### config.mk
export PLATFORM = sky130hd
export DESIGN_NAME = gameport_axis_timer_scaler
export DESIGN_NICKNAME = d
export VERILOG_FILES = /design/src/rtl/core/gpts_pkg.sv /design/src/rtl/core/gameport_axis_timer_scaler.sv
export SDC_FILE = /design/constraint.sdc
export NUM_CORES = 1
export LEC_CHECK = 0
export BUFFER_PORTS_ARGS = -buffer_cell sky130_fd_sc_hd__buf_2
export CAP_MARGIN = 15
export CORE_MARGIN = 2
export CORE_UTILIZATION = 45
export DETAILED_ROUTE_END_ITERATION = 6
export PLACE_DENSITY = 0.71
export SLEW_MARGIN = 20
export SYNTH_ARGS = -nofsm -noshare
export SYNTH_HDL_FRONTEND = slang
export SYNTH_SLANG_ARGS = --single-unit
### constraint.sdc
create_clock -name clock -period 4.3 [get_ports clock]
set_input_delay 0.43 -clock clock [delete_from_list [all_inputs] [get_ports clock]]
set_output_delay 0.43 -clock clock [all_outputs]
set_load 0.005 [all_outputs]
### src/rtl/core/gpts_pkg.sv
// ---------------------------------------------------------------------------
// gpts_pkg
// shared types and constants of the gameport axis timer and scaler
// ---------------------------------------------------------------------------
package gpts_pkg;

   // configuration register widths
   localparam int TIMEOUT_W = 12;
   localparam int CENTER_W  = 12;
   localparam int MINIMUM_W = 12;
   localparam int MAXIMUM_W = 13;
   localparam int CSR_W     = 13;
   localparam int CSR_IDX_W = 3;

   // result field widths
   localparam int RAW_W    = 12;
   localparam int SCALED_W = 20;
   localparam int BTN_W    = 4;
   localparam int PORT_W   = 8;

   // centred value is multiplied by 128 before the division
   localparam int SCALE_SHIFT = 7;

   // signed difference of two calibration values, divisor width
   localparam int DIFF_W    = MAXIMUM_W + 1;
   localparam int DIVISOR_W = MAXIMUM_W;

   // axis timer bits of the port byte
   localparam logic [3:0] AXIS_NIBBLE = 4'hf;

   // reset values of the configuration registers
   localparam logic [TIMEOUT_W-1:0] TIMEOUT_RST = 12'd1200;
   localparam logic [CENTER_W-1:0]  CENTER_RST  = 12'd300;
   localparam logic [MINIMUM_W-1:0] MINIMUM_RST = 12'd0;
   localparam logic [MAXIMUM_W-1:0] MAXIMUM_RST = 13'd600;

   // configuration register indexes
   typedef logic [CSR_IDX_W-1:0] csr_idx_type;
   localparam csr_idx_type CSR_TIMEOUT   = 3'd0;
   localparam csr_idx_type CSR_CENTER_X  = 3'd1;
   localparam csr_idx_type CSR_CENTER_Y  = 3'd2;
   localparam csr_idx_type CSR_MINIMUM_X = 3'd3;
   localparam csr_idx_type CSR_MINIMUM_Y = 3'd4;
   localparam csr_idx_type CSR_MAXIMUM_X = 3'd5;
   localparam csr_idx_type CSR_MAXIMUM_Y = 3'd6;

endpackage

### src/rtl/core/gameport_axis_timer_scaler.sv
// ---------------------------------------------------------------------------
// gameport_axis_timer_scaler
// times the two stick axes of a polled gameport and centres them
// ---------------------------------------------------------------------------
//
// channel  | ports                                   | direction
// ---------+-----------------------------------------+-----------
// req      | req_valid/req_ready, port_sample, start | in
// rsp      | rsp_valid/rsp_ready, raw, scaled, btns  | out
// csr      | csr_we, csr_index, csr_wdata            | in (write only)
//
// a sample that does not end a measurement is taken with req_ready held high
// a sample that ends one holds req_ready low through the setup, divide,
// store and output steps of the shared restoring divider
// that works one quotient bit per cycle, x axis first, then y; an axis
// with no usable divisor skips its MAG_W divide steps
// the result then waits in the output register; a new sample is taken
// meanwhile, and a second ending sample runs the divider, then holds
// req_ready low until the first result is taken
// reset is synchronous and loads the documented calibration defaults
//
module gameport_axis_timer_scaler #(
   parameter int COUNT_BITS = 12
) (
   input  logic                                    clock,
   input  logic                                    reset,
   // sample channel
   input  logic                                    req_valid,
   output logic                                    req_ready,
   input  logic [gpts_pkg::PORT_W-1:0]             req_port_sample,
   input  logic                                    req_start_req,
   // result channel
   output logic                                    rsp_valid,
   input  logic                                    rsp_ready,
   output logic [gpts_pkg::RAW_W-1:0]              rsp_raw_x,
   output logic [gpts_pkg::RAW_W-1:0]              rsp_raw_y,
   output logic signed [gpts_pkg::SCALED_W-1:0]    rsp_scaled_x,
   output logic signed [gpts_pkg::SCALED_W-1:0]    rsp_scaled_y,
   output logic [gpts_pkg::BTN_W-1:0]              rsp_buttons,
   // configuration port
   input  logic                                    csr_we,
   input  logic [gpts_pkg::CSR_IDX_W-1:0]          csr_index,
   input  logic [gpts_pkg::CSR_W-1:0]              csr_wdata
);

   // widths derived from the counter size
   localparam int AXIS_W = (COUNT_BITS > gpts_pkg::TIMEOUT_W) ? COUNT_BITS
                                                              : gpts_pkg::TIMEOUT_W;
   localparam int AV_W   = AXIS_W + 1;                      // signed raw - centre
   localparam int MAG_W  = AXIS_W + gpts_pkg::SCALE_SHIFT;  // dividend width
   localparam int CMP_W  = AXIS_W + 1;                      // index + 1 vs timeout
   localparam int CNT_W  = (MAG_W > 1) ? $clog2(MAG_W) : 1;
   localparam logic [COUNT_BITS-1:0] IDX_FULL = {COUNT_BITS{1'b1}};

   // sequencer codes
   localparam logic [2:0] ST_IDLE  = 3'd0;
   localparam logic [2:0] ST_SETUP = 3'd1;
   localparam logic [2:0] ST_DIV   = 3'd2;
   localparam logic [2:0] ST_STORE = 3'd3;
   localparam logic [2:0] ST_OUT   = 3'd4;

   // ------------------------------------------------------------------------
   // configuration registers
   // ------------------------------------------------------------------------
   logic [gpts_pkg::TIMEOUT_W-1:0] timeout_ff;
   logic [gpts_pkg::CENTER_W-1:0]  center_x_ff, center_y_ff;
   logic [gpts_pkg::MINIMUM_W-1:0] minimum_x_ff, minimum_y_ff;
   logic [gpts_pkg::MAXIMUM_W-1:0] maximum_x_ff, maximum_y_ff;

   always_ff @(posedge clock) begin
      if (reset) begin
         timeout_ff   <= gpts_pkg::TIMEOUT_RST;
         center_x_ff  <= gpts_pkg::CENTER_RST;
         center_y_ff  <= gpts_pkg::CENTER_RST;
         minimum_x_ff <= gpts_pkg::MINIMUM_RST;
         minimum_y_ff <= gpts_pkg::MINIMUM_RST;
         maximum_x_ff <= gpts_pkg::MAXIMUM_RST;
         maximum_y_ff <= gpts_pkg::MAXIMUM_RST;
      end else if (csr_we) begin
         // indexes past the list are dropped
         case (csr_index)
            gpts_pkg::CSR_TIMEOUT:   timeout_ff   <= csr_wdata[gpts_pkg::TIMEOUT_W-1:0];
            gpts_pkg::CSR_CENTER_X:  center_x_ff  <= csr_wdata[gpts_pkg::CENTER_W-1:0];
            gpts_pkg::CSR_CENTER_Y:  center_y_ff  <= csr_wdata[gpts_pkg::CENTER_W-1:0];
            gpts_pkg::CSR_MINIMUM_X: minimum_x_ff <= csr_wdata[gpts_pkg::MINIMUM_W-1:0];
            gpts_pkg::CSR_MINIMUM_Y: minimum_y_ff <= csr_wdata[gpts_pkg::MINIMUM_W-1:0];
            gpts_pkg::CSR_MAXIMUM_X: maximum_x_ff <= csr_wdata[gpts_pkg::MAXIMUM_W-1:0];
            gpts_pkg::CSR_MAXIMUM_Y: maximum_y_ff <= csr_wdata[gpts_pkg::MAXIMUM_W-1:0];
            default: ;
         endcase
      end
   end

   // ------------------------------------------------------------------------
   // measurement state
   // ------------------------------------------------------------------------
   logic [2:0]              state_ff, state_in;
   logic                    meas_ff, meas_in;
   logic [COUNT_BITS-1:0]   idx_ff, idx_in;
   logic [3:0]              prev_ff, prev_in;
   logic [COUNT_BITS-1:0]   edge_x_ff, edge_x_in;
   logic [COUNT_BITS-1:0]   edge_y_ff, edge_y_in;
   logic [gpts_pkg::BTN_W-1:0] btn_or_ff, btn_or_in;

   // divider and sequencer
   logic                    axis_ff, axis_in;      // 0 = x, 1 = y
   logic [CNT_W-1:0]        cnt_ff, cnt_in;
   logic [MAG_W-1:0]        quo_ff, quo_in;
   logic [gpts_pkg::DIVISOR_W-1:0] rem_ff, rem_in;
   logic [gpts_pkg::DIVISOR_W-1:0] div_ff, div_in;
   logic                    neg_ff, neg_in;
   logic [gpts_pkg::SCALED_W-1:0] sx_ff, sx_in;
   logic [gpts_pkg::SCALED_W-1:0] sy_ff, sy_in;

   // output register
   logic                    rsp_valid_ff, rsp_valid_in;
   logic [gpts_pkg::RAW_W-1:0]    rsp_raw_x_ff, rsp_raw_x_in;
   logic [gpts_pkg::RAW_W-1:0]    rsp_raw_y_ff, rsp_raw_y_in;
   logic [gpts_pkg::SCALED_W-1:0] rsp_sx_ff, rsp_sx_in;
   logic [gpts_pkg::SCALED_W-1:0] rsp_sy_ff, rsp_sy_in;
   logic [gpts_pkg::BTN_W-1:0]    rsp_btn_ff, rsp_btn_in;

   // sample path
   logic                    req_fire;
   logic                    meas_c;
   logic [COUNT_BITS-1:0]   idx_c;
   logic [3:0]              prev_c, bits_c;
   logic [COUNT_BITS-1:0]   edge_x_c, edge_y_c;
   logic [gpts_pkg::BTN_W-1:0] btn_or_c;
   logic [CMP_W-1:0]        next_idx_c;
   logic                    done_c;

   // setup path
   logic [COUNT_BITS-1:0]          raw_sel;
   logic [gpts_pkg::CENTER_W-1:0]  ctr_sel;
   logic [gpts_pkg::MINIMUM_W-1:0] lo_sel;
   logic [gpts_pkg::MAXIMUM_W-1:0] hi_sel;
   logic signed [AV_W-1:0]         av_c;
   logic [AV_W-1:0]                av_abs;
   logic [AV_W-2:0]                mag_c;
   logic signed [gpts_pkg::DIFF_W-1:0] d_lo, d_hi, d_c;
   logic                           d_pos;

   // divider step
   logic [gpts_pkg::DIVISOR_W:0]   shifted_c;
   logic [gpts_pkg::DIVISOR_W+1:0] diff_c;
   logic                           fits_c;
   logic [gpts_pkg::SCALED_W-1:0]  q_ext, q_signed;
   logic                           out_free;

   assign req_ready = (state_ff == ST_IDLE);
   assign req_fire  = req_valid && req_ready;
   assign out_free  = !rsp_valid_ff || rsp_ready;

   // a start flag restarts from the reset values of the measurement
   always_comb begin
      meas_c   = req_start_req || meas_ff;
      idx_c    = req_start_req ? '0 : idx_ff;
      prev_c   = req_start_req ? gpts_pkg::AXIS_NIBBLE : prev_ff;
      edge_x_c = req_start_req ? '0 : edge_x_ff;
      edge_y_c = req_start_req ? '0 : edge_y_ff;
      btn_or_c = (req_start_req ? '0 : btn_or_ff) | req_port_sample[7:4];
      bits_c   = req_port_sample[3:0] & gpts_pkg::AXIS_NIBBLE;
      // falling edge of an axis bit records the sample index
      if (!bits_c[0] && prev_c[0]) begin
         edge_x_c = idx_c;
      end
      if (!bits_c[1] && prev_c[1]) begin
         edge_y_c = idx_c;
      end
      next_idx_c = CMP_W'(idx_c) + CMP_W'(1);
      done_c     = (bits_c == 4'h0) || (next_idx_c >= CMP_W'(timeout_ff))
                   || (idx_c == IDX_FULL);
   end

   // axis operands for the divider
   always_comb begin
      raw_sel = axis_ff ? edge_y_ff    : edge_x_ff;
      ctr_sel = axis_ff ? center_y_ff  : center_x_ff;
      lo_sel  = axis_ff ? minimum_y_ff : minimum_x_ff;
      hi_sel  = axis_ff ? maximum_y_ff : maximum_x_ff;
      av_c    = $signed(AV_W'(raw_sel)) - $signed(AV_W'(ctr_sel));
      av_abs  = av_c[AV_W-1] ? AV_W'(-av_c) : AV_W'(av_c);
      mag_c   = av_abs[AV_W-2:0];
      d_lo    = $signed(gpts_pkg::DIFF_W'(ctr_sel)) - $signed(gpts_pkg::DIFF_W'(lo_sel));
      d_hi    = $signed(gpts_pkg::DIFF_W'(hi_sel)) - $signed(gpts_pkg::DIFF_W'(ctr_sel));
      d_c     = av_c[AV_W-1] ? d_lo : d_hi;
      d_pos   = !d_c[gpts_pkg::DIFF_W-1] && (d_c != '0);
   end

   // one restoring step: shift in the next dividend bit, trial subtract
   always_comb begin
      shifted_c = {rem_ff, quo_ff[MAG_W-1]};
      diff_c    = {1'b0, shifted_c} - {2'b00, div_ff};
      fits_c    = !diff_c[gpts_pkg::DIVISOR_W+1];
      q_ext     = gpts_pkg::SCALED_W'(quo_ff);
      q_signed  = neg_ff ? (~q_ext + gpts_pkg::SCALED_W'(1)) : q_ext;
   end

   always_comb begin
      state_in     = state_ff;
      meas_in      = meas_ff;
      idx_in       = idx_ff;
      prev_in      = prev_ff;
      edge_x_in    = edge_x_ff;
      edge_y_in    = edge_y_ff;
      btn_or_in    = btn_or_ff;
      axis_in      = axis_ff;
      cnt_in       = cnt_ff;
      quo_in       = quo_ff;
      rem_in       = rem_ff;
      div_in       = div_ff;
      neg_in       = neg_ff;
      sx_in        = sx_ff;
      sy_in        = sy_ff;
      rsp_valid_in = rsp_valid_ff && !rsp_ready;
      rsp_raw_x_in = rsp_raw_x_ff;
      rsp_raw_y_in = rsp_raw_y_ff;
      rsp_sx_in    = rsp_sx_ff;
      rsp_sy_in    = rsp_sy_ff;
      rsp_btn_in   = rsp_btn_ff;

      case (state_ff)
         ST_IDLE: begin
            // samples outside a measurement without a start flag are dropped
            if (req_fire && meas_c) begin
               idx_in    = next_idx_c[COUNT_BITS-1:0];
               prev_in   = bits_c;
               edge_x_in = edge_x_c;
               edge_y_in = edge_y_c;
               btn_or_in = btn_or_c;
               meas_in   = !done_c;
               if (done_c) begin
                  axis_in  = 1'b0;
                  state_in = ST_SETUP;
               end
            end
         end
         ST_SETUP: begin
            neg_in = av_c[AV_W-1];
            div_in = d_c[gpts_pkg::DIVISOR_W-1:0];
            rem_in = '0;
            cnt_in = CNT_W'(MAG_W - 1);
            if (d_pos) begin
               quo_in   = {mag_c, {gpts_pkg::SCALE_SHIFT{1'b0}}};
               state_in = ST_DIV;
            end else begin
               // no usable divisor: pass the centred value through
               quo_in   = MAG_W'(mag_c);
               state_in = ST_STORE;
            end
         end
         ST_DIV: begin
            rem_in = fits_c ? diff_c[gpts_pkg::DIVISOR_W-1:0]
                            : shifted_c[gpts_pkg::DIVISOR_W-1:0];
            quo_in = {quo_ff[MAG_W-2:0], fits_c};
            cnt_in = cnt_ff - CNT_W'(1);
            if (cnt_ff == '0) begin
               state_in = ST_STORE;
            end
         end
         ST_STORE: begin
            if (!axis_ff) begin
               sx_in    = q_signed;
               axis_in  = 1'b1;
               state_in = ST_SETUP;
            end else begin
               // the output register may still hold a transaction here
               sy_in    = q_signed;
               state_in = ST_OUT;
            end
         end
         ST_OUT: begin
            // wait for the output register to drain
            if (out_free) begin
               rsp_valid_in = 1'b1;
               rsp_raw_x_in = gpts_pkg::RAW_W'(edge_x_ff);
               rsp_raw_y_in = gpts_pkg::RAW_W'(edge_y_ff);
               rsp_sx_in    = sx_ff;
               rsp_sy_in    = sy_ff;
               rsp_btn_in   = ~btn_or_ff;
               state_in     = ST_IDLE;
            end
         end
         default: begin
            state_in = ST_IDLE;
         end
      endcase
   end

   always_ff @(posedge clock) begin
      if (reset) begin
         state_ff     <= ST_IDLE;
         meas_ff      <= 1'b0;
         idx_ff       <= '0;
         prev_ff      <= gpts_pkg::AXIS_NIBBLE;
         edge_x_ff    <= '0;
         edge_y_ff    <= '0;
         btn_or_ff    <= '0;
         axis_ff      <= 1'b0;
         cnt_ff       <= '0;
         rsp_valid_ff <= 1'b0;
      end else begin
         state_ff     <= state_in;
         meas_ff      <= meas_in;
         idx_ff       <= idx_in;
         prev_ff      <= prev_in;
         edge_x_ff    <= edge_x_in;
         edge_y_ff    <= edge_y_in;
         btn_or_ff    <= btn_or_in;
         axis_ff      <= axis_in;
         cnt_ff       <= cnt_in;
         rsp_valid_ff <= rsp_valid_in;
      end
   end

   // payload registers
   always_ff @(posedge clock) begin
      quo_ff       <= quo_in;
      rem_ff       <= rem_in;
      div_ff       <= div_in;
      neg_ff       <= neg_in;
      sx_ff        <= sx_in;
      sy_ff        <= sy_in;
      rsp_raw_x_ff <= rsp_raw_x_in;
      rsp_raw_y_ff <= rsp_raw_y_in;
      rsp_sx_ff    <= rsp_sx_in;
      rsp_sy_ff    <= rsp_sy_in;
      rsp_btn_ff   <= rsp_btn_in;
   end

   assign rsp_valid    = rsp_valid_ff;
   assign rsp_raw_x    = rsp_raw_x_ff;
   assign rsp_raw_y    = rsp_raw_y_ff;
   assign rsp_scaled_x = $signed(rsp_sx_ff);
   assign rsp_scaled_y = $signed(rsp_sy_ff);
   assign rsp_buttons  = rsp_btn_ff;

`ifndef ASSERT_OFF
   // no measurement stays open while the divider runs
   a_meas_closed: assert property (@(posedge clock) disable iff (reset)
      (state_ff != ST_IDLE) |-> !meas_ff)
      else $error("measurement open while dividing");

   // an ending sample starts the x axis division next cycle
   a_end_starts_div: assert property (@(posedge clock) disable iff (reset)
      (req_fire && meas_c && done_c) |=> (state_ff == ST_SETUP && !axis_ff))
      else $error("ending sample did not start the divider");

   // a new transaction is only raised from the output step
   a_rsp_from_out: assert property (@(posedge clock) disable iff (reset)
      (rsp_valid && (!$past(rsp_valid) || $past(rsp_ready)))
         |-> ($past(state_ff) == ST_OUT))
      else $error("result raised outside output step");

   // bit counter never leaves the dividend range while dividing
   a_cnt_range: assert property (@(posedge clock) disable iff (reset)
      (state_ff == ST_DIV) |-> (cnt_ff <= CNT_W'(MAG_W - 1)))
      else $error("divider step count out of range");
`endif

endmodule
==> results.yml <==
sta:
  tns_ns: 0
  hold_violations: 0
  max_slew_margin_pct: 33.3
  rsz0062_at_grt: "no"
  worst_slew_pin_slew_ns: 0.997
  max_freq_mhz: 247
  period_needed_ns: 4.05
  clock_skew_ns: 0.0152
  setup_ws_ns: 0.245
  post-route-period-util_pct: 94.3
  drv_slew: 0
  setup_viol: 0
synth:
  synth_edf_count: 154
  yosysMostFrequentCell: "nand2_1"
  synth_cells: 1406
  netlist.area_leader.share_pct: 32.7
  synth_seq_cells: 293
  synth_common_cells: "255 x nand2_1, 154 x edfxtp_1, 139 x dfxtp_1"
  synth-async-reset-ratio_pct: 0
  synthFlopType: "edfxtp_1"
  synth_fp_nets: 1506
  synth_top_cells_by_area: "edfxtp_1 33%, dfxtp_1 20%, nand2_1 6.8%"
  syn_avg_cell_area_um2: 10.0
  synth_area_um2: 14100
  ys_seq_area_share_pct: 52.5
  synth.largest_area_cell: "edfxtp_1"
  synth.distinct_cells: 71
  synth-warning-count: 0
cells_and_area:
  instances_no_fill: 1936
  num-nets-final: 1617
  fillers: 2768
  drive_gt1_share_pct: 15.3
  final_core_util_pct: 52.9
  antenna_cells: 0
  area_delta_synth_final_pct: 15.3
drt:
  drtIter0Drc: 650
  drt-wirelength-per-cell_um: 16.9
  dr_total_vias: 10514
  via_per_inst: 5.43
  drt_first_pass_iters: 5
  route.detailed.drc: 0
  detail_route.wirelength_um: 32700
  ant_nets: 0
critical_path:
  path_class: "flip-flop to flip-flop"
  worstReg2RegStart: "axis_ff$_SDFFE_PP0P_"
  r2r-end: "quo_ff[7]$_DFFE_PP_"
  start_kind: "flip-flop"
  startpoint: "axis_ff$_SDFFE_PP0P_"
  setup.worst_path.end_class: "flip-flop"
  rr_worst_depth: 15
  r2r_setup_slack_ns: 0.25
  cp.required_ns: 4.69
  crit_fanout: 10
  arrival_ns: 4.44
hold_path:
  whs_endpoint: "maximum_x_ff[12]$_SDFFE_PP0P_"
  min_path_cells: 3
  hp-start: "csr_wdata[12]"
  hold_class: "input port to flip-flop"
floorplan:
  fp.coreArea_um2: 30700
  floorplan.initialDensity_pct: 45.9
  die_w_um: 181
  dieHeight_um: 181
  die-area_um2: 32800
  num_rows: 64
  io_pins: 100
global_routing:
  grt_pass1_vias: 9957
  grt_overflow: 0
  grt_pass1_wl_um: 51700
  grt_max_degree: 84
  track_usage_pct: 19.4
  antenna_found_initial: 0
clock_network:
  cts_tree: "built"
  ctsHoldBuffers: 0
  cts.sinks: 293
  clockBufferDepth: 3
  clockRootBuffer: "clkbuf_16"
  clock_latency_ns: 0.56
  clk_pin_slew_ns: 0.06
  cts_made_buffers: 31
  cts_htree_levels: 1
flow_run:
  max_cap_violations: 0
run_status:
  status: "complete, no violations"
placed_design:
  place_inst: 1875
  preCtsSetupSlack_ns: 0.0753
  portBuffers: 99
  place_congestion: 0.869
  hpwl_um: 23500
pwr:
  leakagePower_nw: 6.29
  ir_worst_vdd_mv: 0.296
  p_per_area_nw_per_um2: 406
==> worst max-delay path, cell delays in order (launching register included) <==
cell      delay (ns)
dfxtp_4         0.41
mux2i_2         0.22
ha_1            0.19
inv_1           0.06
fa_1            0.42
a211oi_2        0.26
nor3b_2         0.10
o21a_2          0.25
a221o_2         0.42
a2111o_1        0.36
o221a_2         0.13
and3_1          0.21
a31oi_4         0.21
buf_12          0.16
mux2_2          0.32
o21ai_0         0.15
==> registers in the layout, indices dropped and copies added, names as in the netlist, 13 cells and up <==
| signal | cells |
|---|---|
| quo_ff | 19 |
| rsp_scaled_x | 20 |
| sx_ff | 20 |
| rem_ff | 13 |
| rsp_scaled_y | 20 |
| maximum_y_ff | 13 |
| maximum_x_ff | 13 |
| sy_ff | 20 |
| div_ff | 13 |
==> stage by stage <==
stage / total power [mW] / hold slack [ns] / cell area, um2
floorplan: 3.81 / 0.400 / 14100
global placement: 4.02 / 0.402 / 15200
detailed placement: 4.04 / 0.405 / 15200
CTS: 6.63 / 0.103 / 16200
global route: 6.89 / 0.125 / 16300
finish: 6.60 / 0.120 / 16300
==> logic make-up (layout without fill, tap and decap cells) <==
family | after synthesis | count (layout) | synth area share (%)
and+or+nand+nor | 502 | 502 | 15.7
adders and majority gates | 70 | 70 | 6.42
buffers and inverters | 122 | 256 | 3.39
muxes | 66 | 66 | 4.92
DFF | 293 | 293 | 52.5
AOI/OAI and AO/OA | 284 | 284 | 12.9
xor gates and xnor gates | 69 | 69 | 4.28
==> per-layer routing <==
layer  wire (um)  share of wire, %  vias to the layer above  GRT usage [%]
met3        1540               4.7                       61           2.84
met4         881               2.7                        0           5.76
met5           0                 0                        -              0
li1            -                 -                     5184              -
met2       15700                48                      271           32.9
met1       14500                44                     4998           25.8
==> placed cells by master (no fill, tap or decap), types with 10 or more instances in the layout <==
cell / netlist / routed
nor3_1: 16 / 15
ha_1: 66 / 65
mux2_2: 27 / 27
nand2b_1: 10 / 10
o21ai_0: 35 / 35
a21oi_1: 120 / 119
o31ai_1: 14 / 14
dfxtp_1: 139 / 138
clkbuf_16: 0 / 33
nand2_1: 255 / 255
edfxtp_1: 154 / 154
a21o_1: 13 / 13
mux2i_1: 39 / 35
nor2_1: 121 / 119
nand3_1: 20 / 20
buf_4: 1 / 31
inv_1: 65 / 65
nand3b_1: 24 / 24
a22oi_1: 24 / 24
nor2b_1: 14 / 14
xor2_1: 24 / 24
and2_1: 10 / 10
xnor2_1: 45 / 45
buf_2: 2 / 98
==> how the worst max path moves through the flow <==
stage / end / slack, ns / cells after the start
after floorplan: quo_ff[11]$_DFFE_PP_ / 0.05 / 16
after global placement: quo_ff[7]$_DFFE_PP_ / 0.13 / 15
after detailed placement: quo_ff[7]$_DFFE_PP_ / 0.08 / 15
after CTS: quo_ff[7]$_DFFE_PP_ / 0.06 / 15
after global routing: quo_ff[7]$_DFFE_PP_ / 0.05 / 18
final: quo_ff[7]$_DFFE_PP_ / 0.25 / 15
==> timing repair <==
item,CTS,global route
buffers inserted,0,3
setup endpoints to repair,0,5
resized for setup,0,10
endpoints found under the hold margin,0,0
==> cell type report <==
class | instances | area (um2) | share of cell area, %
flip-flops and latches | 293 | 7410 | 45.5
multi-input cells | 991 | 6300 | 38.7
clock buffers | 40 | 840 | 5.16
repair buffers | 134 | 825 | 5.07
well taps | 396 | 495 | 3.04
inverters | 66 | 248 | 1.52
clock inverters | 16 | 156 | 0.961
==> power by group <==
group          switching, mW  internal (mW)  leakage (nW)
Clock                   1.05           1.54         0.491
Combinational          0.507          0.332          3.24
Sequential            0.0858           3.08          2.56
Total                   1.64           4.96          6.29
Note: power is estimated with default switching activity, not from simulation.
